### src/design/ffra_pkg.sv
// ----------------------------------------------------------------------------
// ffra_pkg: shared definitions for the first-fit range allocator
// Table sizes, address widths, status codes, datapath commands and the
// controller state encoding.
// ----------------------------------------------------------------------------
package ffra_pkg;

	localparam int FREE_SLOTS = 16;
	localparam int USED_SLOTS = 16;
	localparam int ADDR_BITS  = 38;
	localparam int PAGE_BITS  = 12;
	localparam int WIDE_BITS  = ADDR_BITS + 1;
	localparam int ATTR_W     = 9;

	localparam int FIDX_W = (FREE_SLOTS > 1) ? $clog2(FREE_SLOTS) : 1;
	localparam int UIDX_W = (USED_SLOTS > 1) ? $clog2(USED_SLOTS) : 1;
	localparam int FCNT_W = $clog2(FREE_SLOTS + 1);
	localparam int UCNT_W = $clog2(USED_SLOTS + 1);
	localparam int SCAN_W = (FCNT_W > UCNT_W) ? FCNT_W : UCNT_W;

	localparam int CFG_REGS = 2;
	localparam int PADDR_W  = $clog2(CFG_REGS * 8);

	localparam logic [ADDR_BITS-1:0] PAGE_MASK = ADDR_BITS'((64'(1) << PAGE_BITS) - 64'(1));
	localparam logic [WIDE_BITS-1:0] SPACE_TOP_RST = WIDE_BITS'(64'(1) << ADDR_BITS);

	typedef enum logic [0:0] {
		REG_BOTTOM = 1'b0,
		REG_TOP    = 1'b1
	} cfg_reg_t;

	typedef enum logic [2:0] {
		ST_OK         = 3'd0,
		ST_MISALIGNED = 3'd1,
		ST_NO_FIT     = 3'd2,
		ST_NOT_FOUND  = 3'd3,
		ST_FULL       = 3'd4
	} status_t;

	typedef enum logic [1:0] {
		KIND_REQUEST = 2'd0,
		KIND_RELEASE = 2'd1,
		KIND_LOOKUP  = 2'd2,
		KIND_INIT    = 2'd3
	} kind_t;

	typedef enum logic [3:0] {
		OP_NONE,
		OP_LOAD,
		OP_REQ_STEP,
		OP_FREE_DROP,
		OP_PUSH_WHOLE,
		OP_PUSH_LEFT,
		OP_PUSH_RIGHT,
		OP_USED_APPEND,
		OP_USED_STEP,
		OP_TOUCH_STEP,
		OP_USED_DROP,
		OP_MERGE_STEP,
		OP_PUSH_MERGED,
		OP_INIT,
		OP_RESULT
	} dp_op_t;

	typedef struct packed {
		dp_op_t  op;
		status_t code;
	} dp_cmd_t;

	typedef struct packed {
		kind_t kind;
		logic  misaligned;
		logic  fit;
		logic  f_done;
		logic  f_full;
		logic  u_done;
		logic  u_full;
		logic  u_match;
		logic  touch;
		logic  left_need;
		logic  right_need;
		logic  req_full;
	} dp_status_t;

	typedef enum logic [3:0] {
		S_IDLE,
		S_DECODE,
		S_REQ_SCAN,
		S_REQ_DROP,
		S_REQ_CHECK,
		S_REQ_LEFT,
		S_REQ_RIGHT,
		S_REQ_APPEND,
		S_USED_SCAN,
		S_REL_TOUCH,
		S_REL_UDROP,
		S_REL_MERGE,
		S_REL_PUSH,
		S_INIT,
		S_DONE
	} state_t;

endpackage

### src/design/ffra_ctrl.sv
// ----------------------------------------------------------------------------
// ffra_ctrl: operation sequencer
// Steps the datapath through the scans, shifts and pushes of one operation
// and owns the input and output handshakes.
// ----------------------------------------------------------------------------
module ffra_ctrl
	import ffra_pkg::*;
(
	input  logic       clk,
	input  logic       arst_n,
	input  logic       in_valid,
	output logic       in_ready,
	output logic       out_valid,
	input  logic       out_ready,
	input  dp_status_t st,
	output dp_cmd_t    cmd
);

	state_t  state_q, state_d;
	status_t code_q, code_d;
	logic    out_valid_q;
	logic    out_free;

	assign out_free  = !out_valid_q || out_ready;
	assign out_valid = out_valid_q;

	always_ff @(posedge clk or negedge arst_n) begin
		if (!arst_n) begin
			state_q     <= S_IDLE;
			code_q      <= ST_OK;
			out_valid_q <= 1'b0;
		end else begin
			state_q <= state_d;
			code_q  <= code_d;
			if (state_q == S_DONE && out_free) begin
				out_valid_q <= 1'b1;
			end else if (out_ready) begin
				out_valid_q <= 1'b0;
			end
		end
	end

	always_comb begin
		state_d = state_q;
		code_d  = code_q;
		unique case (state_q)
			S_IDLE: begin
				if (in_valid) begin
					state_d = S_DECODE;
				end
			end
			S_DECODE: begin
				unique case (st.kind)
					KIND_REQUEST: begin
						if (st.misaligned) begin
							state_d = S_DONE;
							code_d  = ST_MISALIGNED;
						end else begin
							state_d = S_REQ_SCAN;
						end
					end
					KIND_RELEASE, KIND_LOOKUP: state_d = S_USED_SCAN;
					KIND_INIT: state_d = S_INIT;
				endcase
			end
			S_REQ_SCAN: begin
				if (st.f_done) begin
					state_d = S_DONE;
					code_d  = ST_NO_FIT;
				end else if (st.fit) begin
					state_d = S_REQ_DROP;
				end
			end
			S_REQ_DROP: state_d = S_REQ_CHECK;
			S_REQ_CHECK: begin
				if (st.req_full) begin
					state_d = S_DONE;
					code_d  = ST_FULL;
				end else if (st.left_need) begin
					state_d = S_REQ_LEFT;
				end else if (st.right_need) begin
					state_d = S_REQ_RIGHT;
				end else begin
					state_d = S_REQ_APPEND;
				end
			end
			S_REQ_LEFT: state_d = st.right_need ? S_REQ_RIGHT : S_REQ_APPEND;
			S_REQ_RIGHT: state_d = S_REQ_APPEND;
			S_REQ_APPEND: begin
				state_d = S_DONE;
				code_d  = ST_OK;
			end
			S_USED_SCAN: begin
				if (st.u_done) begin
					state_d = S_DONE;
					code_d  = ST_NOT_FOUND;
				end else if (st.u_match) begin
					if (st.kind == KIND_LOOKUP) begin
						state_d = S_DONE;
						code_d  = ST_OK;
					end else begin
						state_d = S_REL_TOUCH;
					end
				end
			end
			S_REL_TOUCH: begin
				if (st.f_done) begin
					if (st.f_full && !st.touch) begin
						state_d = S_DONE;
						code_d  = ST_FULL;
					end else begin
						state_d = S_REL_UDROP;
					end
				end
			end
			S_REL_UDROP: state_d = S_REL_MERGE;
			S_REL_MERGE: begin
				if (st.f_done) begin
					state_d = S_REL_PUSH;
				end
			end
			S_REL_PUSH: begin
				state_d = S_DONE;
				code_d  = ST_OK;
			end
			S_INIT: begin
				state_d = S_DONE;
				code_d  = ST_OK;
			end
			S_DONE: begin
				if (out_free) begin
					state_d = S_IDLE;
				end
			end
			default: state_d = S_IDLE;
		endcase
	end

	always_comb begin
		in_ready = 1'b0;
		cmd.op   = OP_NONE;
		cmd.code = code_q;
		unique case (state_q)
			S_IDLE: begin
				in_ready = 1'b1;
				if (in_valid) begin
					cmd.op = OP_LOAD;
				end
			end
			S_DECODE: cmd.op = OP_NONE;
			S_REQ_SCAN: begin
				if (!st.f_done) begin
					cmd.op = OP_REQ_STEP;
				end
			end
			S_REQ_DROP: cmd.op = OP_FREE_DROP;
			S_REQ_CHECK: begin
				if (st.req_full) begin
					cmd.op = OP_PUSH_WHOLE;
				end
			end
			S_REQ_LEFT: cmd.op = OP_PUSH_LEFT;
			S_REQ_RIGHT: cmd.op = OP_PUSH_RIGHT;
			S_REQ_APPEND: cmd.op = OP_USED_APPEND;
			S_USED_SCAN: begin
				if (!st.u_done) begin
					cmd.op = OP_USED_STEP;
				end
			end
			S_REL_TOUCH: begin
				if (!st.f_done) begin
					cmd.op = OP_TOUCH_STEP;
				end
			end
			S_REL_UDROP: cmd.op = OP_USED_DROP;
			S_REL_MERGE: begin
				if (!st.f_done) begin
					cmd.op = OP_MERGE_STEP;
				end
			end
			S_REL_PUSH: cmd.op = OP_PUSH_MERGED;
			S_INIT: cmd.op = OP_INIT;
			S_DONE: begin
				if (out_free) begin
					cmd.op = OP_RESULT;
				end
			end
			default: cmd.op = OP_NONE;
		endcase
	end

endmodule

### config.mk
export PLATFORM = sky130hd
export DESIGN_NAME = ffra_ctrl
export DESIGN_NICKNAME = d
export VERILOG_FILES = /design/src/design/ffra_pkg.sv /design/src/design/ffra_ctrl.sv
export SDC_FILE = /design/constraint.sdc
export NUM_CORES = 1
export LEC_CHECK = 0
export BUFFER_PORTS_ARGS = -buffer_cell sky130_fd_sc_hd__buf_2
export CAP_MARGIN = 20
export CORE_MARGIN = 2
export CORE_UTILIZATION = 45
export CTS_BUF_LIST = sky130_fd_sc_hd__clkbuf_4 sky130_fd_sc_hd__clkbuf_8
export DETAILED_ROUTE_END_ITERATION = 8
export GPL_TIMING_DRIVEN = 0
export MAX_ROUTING_LAYER = met4
export PLACE_DENSITY = 0.7
export SKIP_CTS_REPAIR_TIMING = 1
export SLEW_MARGIN = 20
export SYNTH_ARGS = -nofsm -noshare
export SYNTH_HDL_FRONTEND = slang
export SYNTH_SLANG_ARGS = --single-unit
### constraint.sdc
create_clock -name clk -period 2.5 [get_ports clk]
set_input_delay 0.75 -clock clk [delete_from_list [all_inputs] [get_ports clk]]
set_output_delay 0.75 -clock clk [all_outputs]
set_load 0.05 [all_outputs]
==> Implementation_results.wiki, run 1 <==
{| class="wikitable"
! Metric !! Value
|-
| Overall routing resource usage || 25.3%
|-
| R2R cell count || 5
|-
| Post-synthesis average cell area || 7.36 sq um
|-
| Hold Crit Class || in -> async
|-
| Net count, final || 173
|-
| Critical Path RT || 1750 ps
|-
| FP Rows || 16
|-
| Number of instances in the placed design || 174
|-
| Number of I/O port buffers || 24
|-
| Maximum cell stage delay along the critical path || 400 ps
|-
| Clock power share || 5.7%
|-
| Multi-input gate area in the final layout || 668 sq um
|-
| Critical path fanouts, max || 10
|-
| Worst-case vdd ir drop || 1.04 mV
|-
| Cell mode on critical path || sky130_fd_sc_hd__buf_4
|-
| Count of endpoints failing hold in the final timing report || 0
|-
| Peak clock frequency supported by timing || 0.410 GHz
|-
| Relative slew margins || a little over two thirds
|-
| Starting density of the core || between 40 and 50%
|-
| Final cell count without fillers || 181
|-
| First-pass GRT wire length || about 4700 um
|-
| Outcome || finished, final reports clean
|-
| CP startpoint kind || flop
|-
| Setup slack after layout || 63.2 ps
|-
| Element type at the critical path end || output pin
|-
| Leading area contributor after synthesis || sky130_fd_sc_hd__dfrtp_1
|-
| Post-Synthesis Cells || 123
|-
| Post-detailed-route count of antenna-violating nets || 0
|-
| Pin count of the biggest net entering global routing || 11
|-
| Sequential group share of total power || 13.3%
|-
| Count of final setup violators || 0
|-
| DP Wirelength || just over 2000 um
|-
| Worst Skew || about 3.5 ps
|-
| Cell-by-cell trace of the critical path || buf_4 -> buf_4 -> a32o_1 -> a211oi_2 -> buf_6
|-
| Clock sink count || 8
|-
| I/O pin cnt || 26
|-
| Weighted congestion at the end of routability-driven global placement || 0.945
|-
| Primary FF master, synth || sky130_fd_sc_hd__dfrtp_1
|-
| Post-synth cell types || 45
|-
| Total congestion overflow after global routing || 0
|-
| Master cell of the clock root buffer || sky130_fd_sc_hd__clkbuf_4
|-
| Vias in the first global route || 965
|-
| Area inside the core boundary || ~1900 sq um
|-
| Total CTS buffers || 3
|-
| Final period util || 97.5%
|-
| Leakage power || 0.517 nW
|-
| Share of final-layout standard cells stronger than drive strength 1 || 34.4%
|-
| Number of filler instances in the final layout || about 190
|-
| Post-synth design cell area || 906 sq um
|-
| Largest buffer count on any clock path || 2
|-
| Clock H-tree levels || 1
|-
| Proportion of power drawn by combinational gates || 81.1%
|-
| Total Die Area || about 2400 sq um
|-
| Number of warning messages in the yosys log || 0
|-
| Clock tree from TritonCTS || yes
|-
| DRT Pass-1 Iters || 4
|-
| Cell-internal power || 816 uW
|-
| Antenna Cells || 0
|-
| Vertical die dimension || 48.9 um
|-
| Proportion of synthesized chip area in sequential cells || 22.1%
|-
| Area share of the largest cell type after synthesis || 22.1%
|-
| Top post-synthesis cells by area || sky130_fd_sc_hd__dfrtp_1, sky130_fd_sc_hd__a21oi_1, sky130_fd_sc_hd__o21ai_0
|-
| Slowest-stage cell, CP || sky130_fd_sc_hd__dfrtp_1
|-
| Relative area change from synthesis to final layout || 30.2%
|-
| Total vias in the final route || 1130
|-
| Setup CP Type || reg -> out
|-
| Total wire length || roughly 2800 um
|-
| Worst Hold Margin || 328 ps
|-
| Time the worst path needs with I/O delays and setup || 2440 ps
|-
| Max-cap check violation count || 0
|-
| RSZ-0062 raised after global routing || true
|-
| Critical path arrival || 1690 ps
|-
| Storage cell area || 201 sq um
|-
| Clock slew at the register clock pins of the worst setup and hold paths || 60 ps
|-
| Average routed wire per standard cell || 15.5 um
|-
| Pre-CTS setup slack || 90.4 ps
|-
| Count of routing violations after the opening detailed-route iteration || between 70 and 80
|-
| Number of enable-type register cells in the synthesized netlist || 0
|-
| Initial antenna violation count || 0
|-
| Synth Net Count || 140
|-
| Worst-margin pin slew || 445 ps
|-
| Flip-flop and latch count after synthesis || 8
|-
| Sw power || 1.05 mW
|-
| Clk Latency, worst-skew pair || 260 ps
|-
| DRC violations left || 0
|-
| Post-synthesis async set-or-reset flop share || 100%
|-
| Die width || 48.9 um
|-
| Final number of max-transition violations || 0
|-
| Top cells by count, synth || sky130_fd_sc_hd__a21oi_1, sky130_fd_sc_hd__nand2_1, sky130_fd_sc_hd__nor2_1, sky130_fd_sc_hd__o21ai_0, sky130_fd_sc_hd__dfrtp_1
|-
| Power density over the cells || around 1600 nW/um^2
|-
| Sw frac || 56.2%
|-
| Via density || approximately 6.2
|}
==> worst max-delay path, delay by kind of cell (launching register included) <==
kind	cells	cell delay [ps]
buffers and inverters	3	560
AO/OA/AOI/OAI	2	470
flip-flops	1	400
==> power groups by stage <==
stage          logic [mW]  clock network, mW  registers [mW]
2_1_floorplan       0.987                  0           0.331
3_3_place_gp         1.35                  0           0.245
3_5_place_dp         1.35                  0           0.249
4_1_cts              1.36              0.107           0.247
5_1_grt              1.63              0.114           0.254
6_report             1.51              0.106           0.247
==> placed cells by master, fill, tap and decap left out, types with 5 or more instances in the layout <==
cell type                  instances
sky130_fd_sc_hd__a21oi_1           8
sky130_fd_sc_hd__buf_2            22
sky130_fd_sc_hd__buf_4             9
sky130_fd_sc_hd__clkbuf_4          5
sky130_fd_sc_hd__dfrtp_1           7
sky130_fd_sc_hd__nand2_1           9
sky130_fd_sc_hd__nor2_1            8
sky130_fd_sc_hd__nor2b_1           5
sky130_fd_sc_hd__o21ai_0           8
sky130_fd_sc_hd__o21ai_1           5
==> logic make-up (layout without fill, tap and decap cells) <==
logic type      count (synthesis)  in the layout  synth area share (%)
compound gates                 47             47                  34.5
xor+xnor                        2              2                  1.93
buf+inv                        14             45                  8.29
flops                           8              8                  22.1
mux                             3              3                  3.87
simple gates                   49             49                  29.3
==> area by class of cell <==
cell class,count,area share (%)
plain buffers,8,5.51
inverters,5,1.91
well taps,27,2.86
flip-flops and latches,8,17.1
multi-input cells,101,56.6
clock buffers,3,1.91
repair buffers,29,14.1
==> routing by layer <==
metal / GRT usage (%) / part of all wire [%]
met5: - / 0
met4: 9.05 / 1.9
met3: 2.76 / 11
met2: 37.9 / 45
met1: 35.2 / 42
==> flip-flops by register name (all words and copies together) (netlist names) <==
signal / count
code_q: 3
state_q: 4
out_valid: 1
==> path summary, 6_finish.rpt <==
check                                start    endpoint  slack, ps
worst max-delay path            state_q[2]      cmd[6]         60
worst min-delay path                arst_n   code_q[1]        330
worst max register to register  state_q[1]  state_q[1]        790
worst min register to register   code_q[1]   code_q[1]        510
max in group asynchronous           arst_n  state_q[3]       1980
min in group clk                 code_q[1]   code_q[1]        510
==> metrics by stage <==
step | setup TNS, ps | utilization, % | power [mW] | instance area [sq um]
after CTS | -361 | 57.4 | 1.71 | 1100
final | 0 | 61.4 | 1.86 | 1180
after floorplan | -43.3 | - | 1.32 | 926
after detailed placement | 0 | 56.2 | 1.60 | 1080
after global placement | 0 | 56.2 | 1.60 | 1080
after global routing | -24.1 | 61.4 | 2.00 | 1180
(Power assumes the default switching activity.)
==> run 2: changes to the inputs <==
==> constraint.sdc (replaced) <==
create_clock -name clk -period 2.6 [get_ports clk]
set_input_delay 0.78 -clock clk [delete_from_list [all_inputs] [get_ports clk]]
set_output_delay 0.78 -clock clk [all_outputs]
set_load 0.05 [all_outputs]
==> run 2 against run 1 <==
Effect of this change: clock skew shrank 2.2 ps; largest power group unchanged; highest routed layer unchanged; largest cell class unchanged; design area shrank 4.9%; die area is the same; non-clock buffer count shrank 5.
==> Implementation_results.wiki, run 2 (synthesis gave the netlist of run 1 again) <==
{| class="wikitable"
! Metric !! Value
|-
| Outcome || finished, final reports clean
|-
| Worst-margin pin slew || 384 ps (-61.4 ps)
|-
| Clock slew at the register clock pins of the worst setup and hold paths || 60 ps (about the same)
|-
| Starting density of the core || 47.1% (unchanged)
|-
| Critical path fanouts, max || 10 (unchanged)
|-
| DRC violations left || 0 (unchanged)
|-
| Sw power || 995 uW (-5.0%)
|-
| Sw frac || 58.2% (+2.0 points)
|-
| Cell-internal power || 716 uW (-12%)
|-
| Master cell of the clock root buffer || sky130_fd_sc_hd__clkbuf_4
|-
| Clock sink count || 8 (unchanged)
|-
| Total wire length || 2860 um (+1.7%)
|-
| Largest buffer count on any clock path || 2 (unchanged)
|-
| Storage cell area || 201 sq um (unchanged)
|-
| R2R Path Start || state_q[1]
|-
| Total vias in the final route || 1111 (-1.7%)
|-
| Max-cap check violation count || 0 (unchanged)
|-
| Die width || 48.9 um (unchanged)
|-
| Largest register FFs || 4 (unchanged)
|-
| Hold Crit Class || in -> async
|-
| Area inside the core boundary || 1920 sq um (unchanged)
|-
| Setup CP Type || reg -> out
|-
| I/O pin cnt || 26 (unchanged)
|-
| Count of endpoints failing hold in the final timing report || 0 (unchanged)
|-
| Overall routing resource usage || 27.5% (+2.2 points)
|-
| Critical Path RT || 1820 ps (+70 ps)
|-
| Leakage power || 0.495 nW (-4.3%)
|-
| Register with the highest flop count || state_q
|-
| Count of final setup violators || 0 (unchanged)
|-
| Clock power share || 6.1% (+0.4 points)
|-
| Top library cells by usage in the layout, fill and taps aside || sky130_fd_sc_hd__buf_2, sky130_fd_sc_hd__nand2_1, sky130_fd_sc_hd__nor2_1, sky130_fd_sc_hd__a21oi_1, sky130_fd_sc_hd__o21ai_0
|-
| Critical path arrival || 1740 ps (+50 ps)
|-
| Post-route setup TNS || 0 ps (unchanged)
|-
| Power density over the cells || 1520 nW/um^2 (-3.5%)
|-
| Worst r2r dst || code_q[1]
|-
| Proportion of power drawn by combinational gates || 79.6% (-1.5 points)
|-
| Final period util || 97.0%
|-
| Peak clock frequency supported by timing || 0.397 GHz
|-
| Number of I/O port buffers || 24 (unchanged)
|-
| Time the worst path needs with I/O delays and setup || 2520 ps
|-
| Average routed wire per standard cell || 16.3 um (+4.6%)
|-
| Vertical die dimension || 48.9 um (unchanged)
|-
| Initial antenna violation count || 0 (unchanged)
|-
| DP Wirelength || 2180 um (+5.4%)
|-
| Antenna Cells || 0 (unchanged)
|-
| Post-detailed-route count of antenna-violating nets || 0 (unchanged)
|-
| Total Die Area || 2390 sq um (unchanged)
|-
| CP startpoint kind || flop
|-
| Number of filler instances in the final layout || 205 (+9.6%)
|-
| Relative area change from synthesis to final layout || 23.9%
|-
| Clk Latency, worst-skew pair || 270 ps (about the same)
|-
| FP Rows || 16 (unchanged)
|-
| Via density || 6.31 (+1.1%)
|-
| First-pass GRT wire length || 4970 um (+6.4%)
|-
| Power consumption || 1.71 mW (-8.2%)
|-
| Worst-case vdd ir drop || 0.970 mV (-6.4%)
|-
| Net count, final || 168 (-2.9%)
|-
| Clock H-tree levels || 1 (unchanged)
|-
| Commonest non-fill, non-tap cell in the layout || sky130_fd_sc_hd__buf_2
|-
| Share of final-layout standard cells stronger than drive strength 1 || 30.2% (-4.2 points)
|-
| Worst Skew || 1.37 ps (-2.15 ps)
|-
| Vias in the first global route || 976 (+1.1%)
|-
| Sequential group share of total power || 14.2% (+0.9 points)
|-
| Total CTS buffers || 3 (unchanged)
|-
| Total congestion overflow after global routing || 0 (unchanged)
|-
| Multi-input gate area in the final layout || 662 sq um (-0.94%)
|-
| Weighted congestion at the end of routability-driven global placement || 0.925 (-2.1%)
|-
| Register-to-register setup slack || 870 ps (+80 ps)
|-
| Count of routing violations after the opening detailed-route iteration || 41 (-45%)
|-
| DRT Pass-1 Iters || 4 (unchanged)
|-
| Clock tree from TritonCTS || yes
|-
| RSZ-0062 raised after global routing || false
|-
| Pin count of the biggest net entering global routing || 11 (unchanged)
|-
| Element type at the critical path end || output pin
|-
| Relative slew margins || 73.7% (+3.5 points)
|-
| R2R cell count || 6 (+1)
|-
| Final number of max-transition violations || 0 (unchanged)
|}
## run 2: layout make-up
class	instances	area share, %
buffer	8	5.13
multi-input combinational	101	59.0
clock buffer	3	2.01
sequential	8	17.9
timing repair buffer	24	11.3
inverter	5	1.67
tap	27	3.01
## run 2: stage by stage
step / area, sq um / utilization, % / std cells / setup WS, ps / hold WS, ps
finish: 1120 / 58.4 / 176 / 78.7 / 345
global route: 1120 / 58.4 / 176 / 2.59 / 362
CTS: 1100 / 57.2 / 177 / -81.0 / 356
detailed placement: 1080 / 56.0 / 174 / 135 / 497
global placement: 1080 / 56.0 / 174 / 130 / 495
floorplan: 922 / - / 123 / -3.34 / 484
## run 2: layer usage
metal	up-vias	wire length, um	share of wire (%)	track usage [%]
li1	519	-	-	-
met1	522	1240	43	40.4
met2	63	1320	46	38.4
met3	7	233	8.1	3.37
met4	0	64	2.2	10.0
met5	-	0	0	-
## run 2: power groups by stage
stage | Clock [mW] | Sequential [mW] | Combinational (mW)
2_1_floorplan | 0 | 0.319 | 0.942
3_3_place_gp | 0 | 0.236 | 1.29
3_5_place_dp | 0 | 0.243 | 1.30
4_1_cts | 0.104 | 0.241 | 1.31
5_1_grt | 0.112 | 0.255 | 1.48
6_report | 0.105 | 0.243 | 1.36
## run 2: critical path, cell delays in order, from the launching register on
cell and delay, ps:
sky130_fd_sc_hd__dfrtp_1 400, sky130_fd_sc_hd__buf_2 200, sky130_fd_sc_hd__buf_2 200, sky130_fd_sc_hd__a32o_1 270, sky130_fd_sc_hd__a211oi_2 210, sky130_fd_sc_hd__buf_6 190
## run 2: how the worst max path moves through the flow
stage	depth (start not counted)	slack [ps]	endpoint	startpoint
after global placement	5	130	cmd[3]	st[8]
after floorplan	3	-3	cmd[6]	out_ready
after global routing	6	3	cmd[3]	state_q[3]
final	5	80	cmd[6]	state_q[2]
after detailed placement	5	130	cmd[6]	out_ready
after CTS	5	-80	cmd[5]	state_q[3]
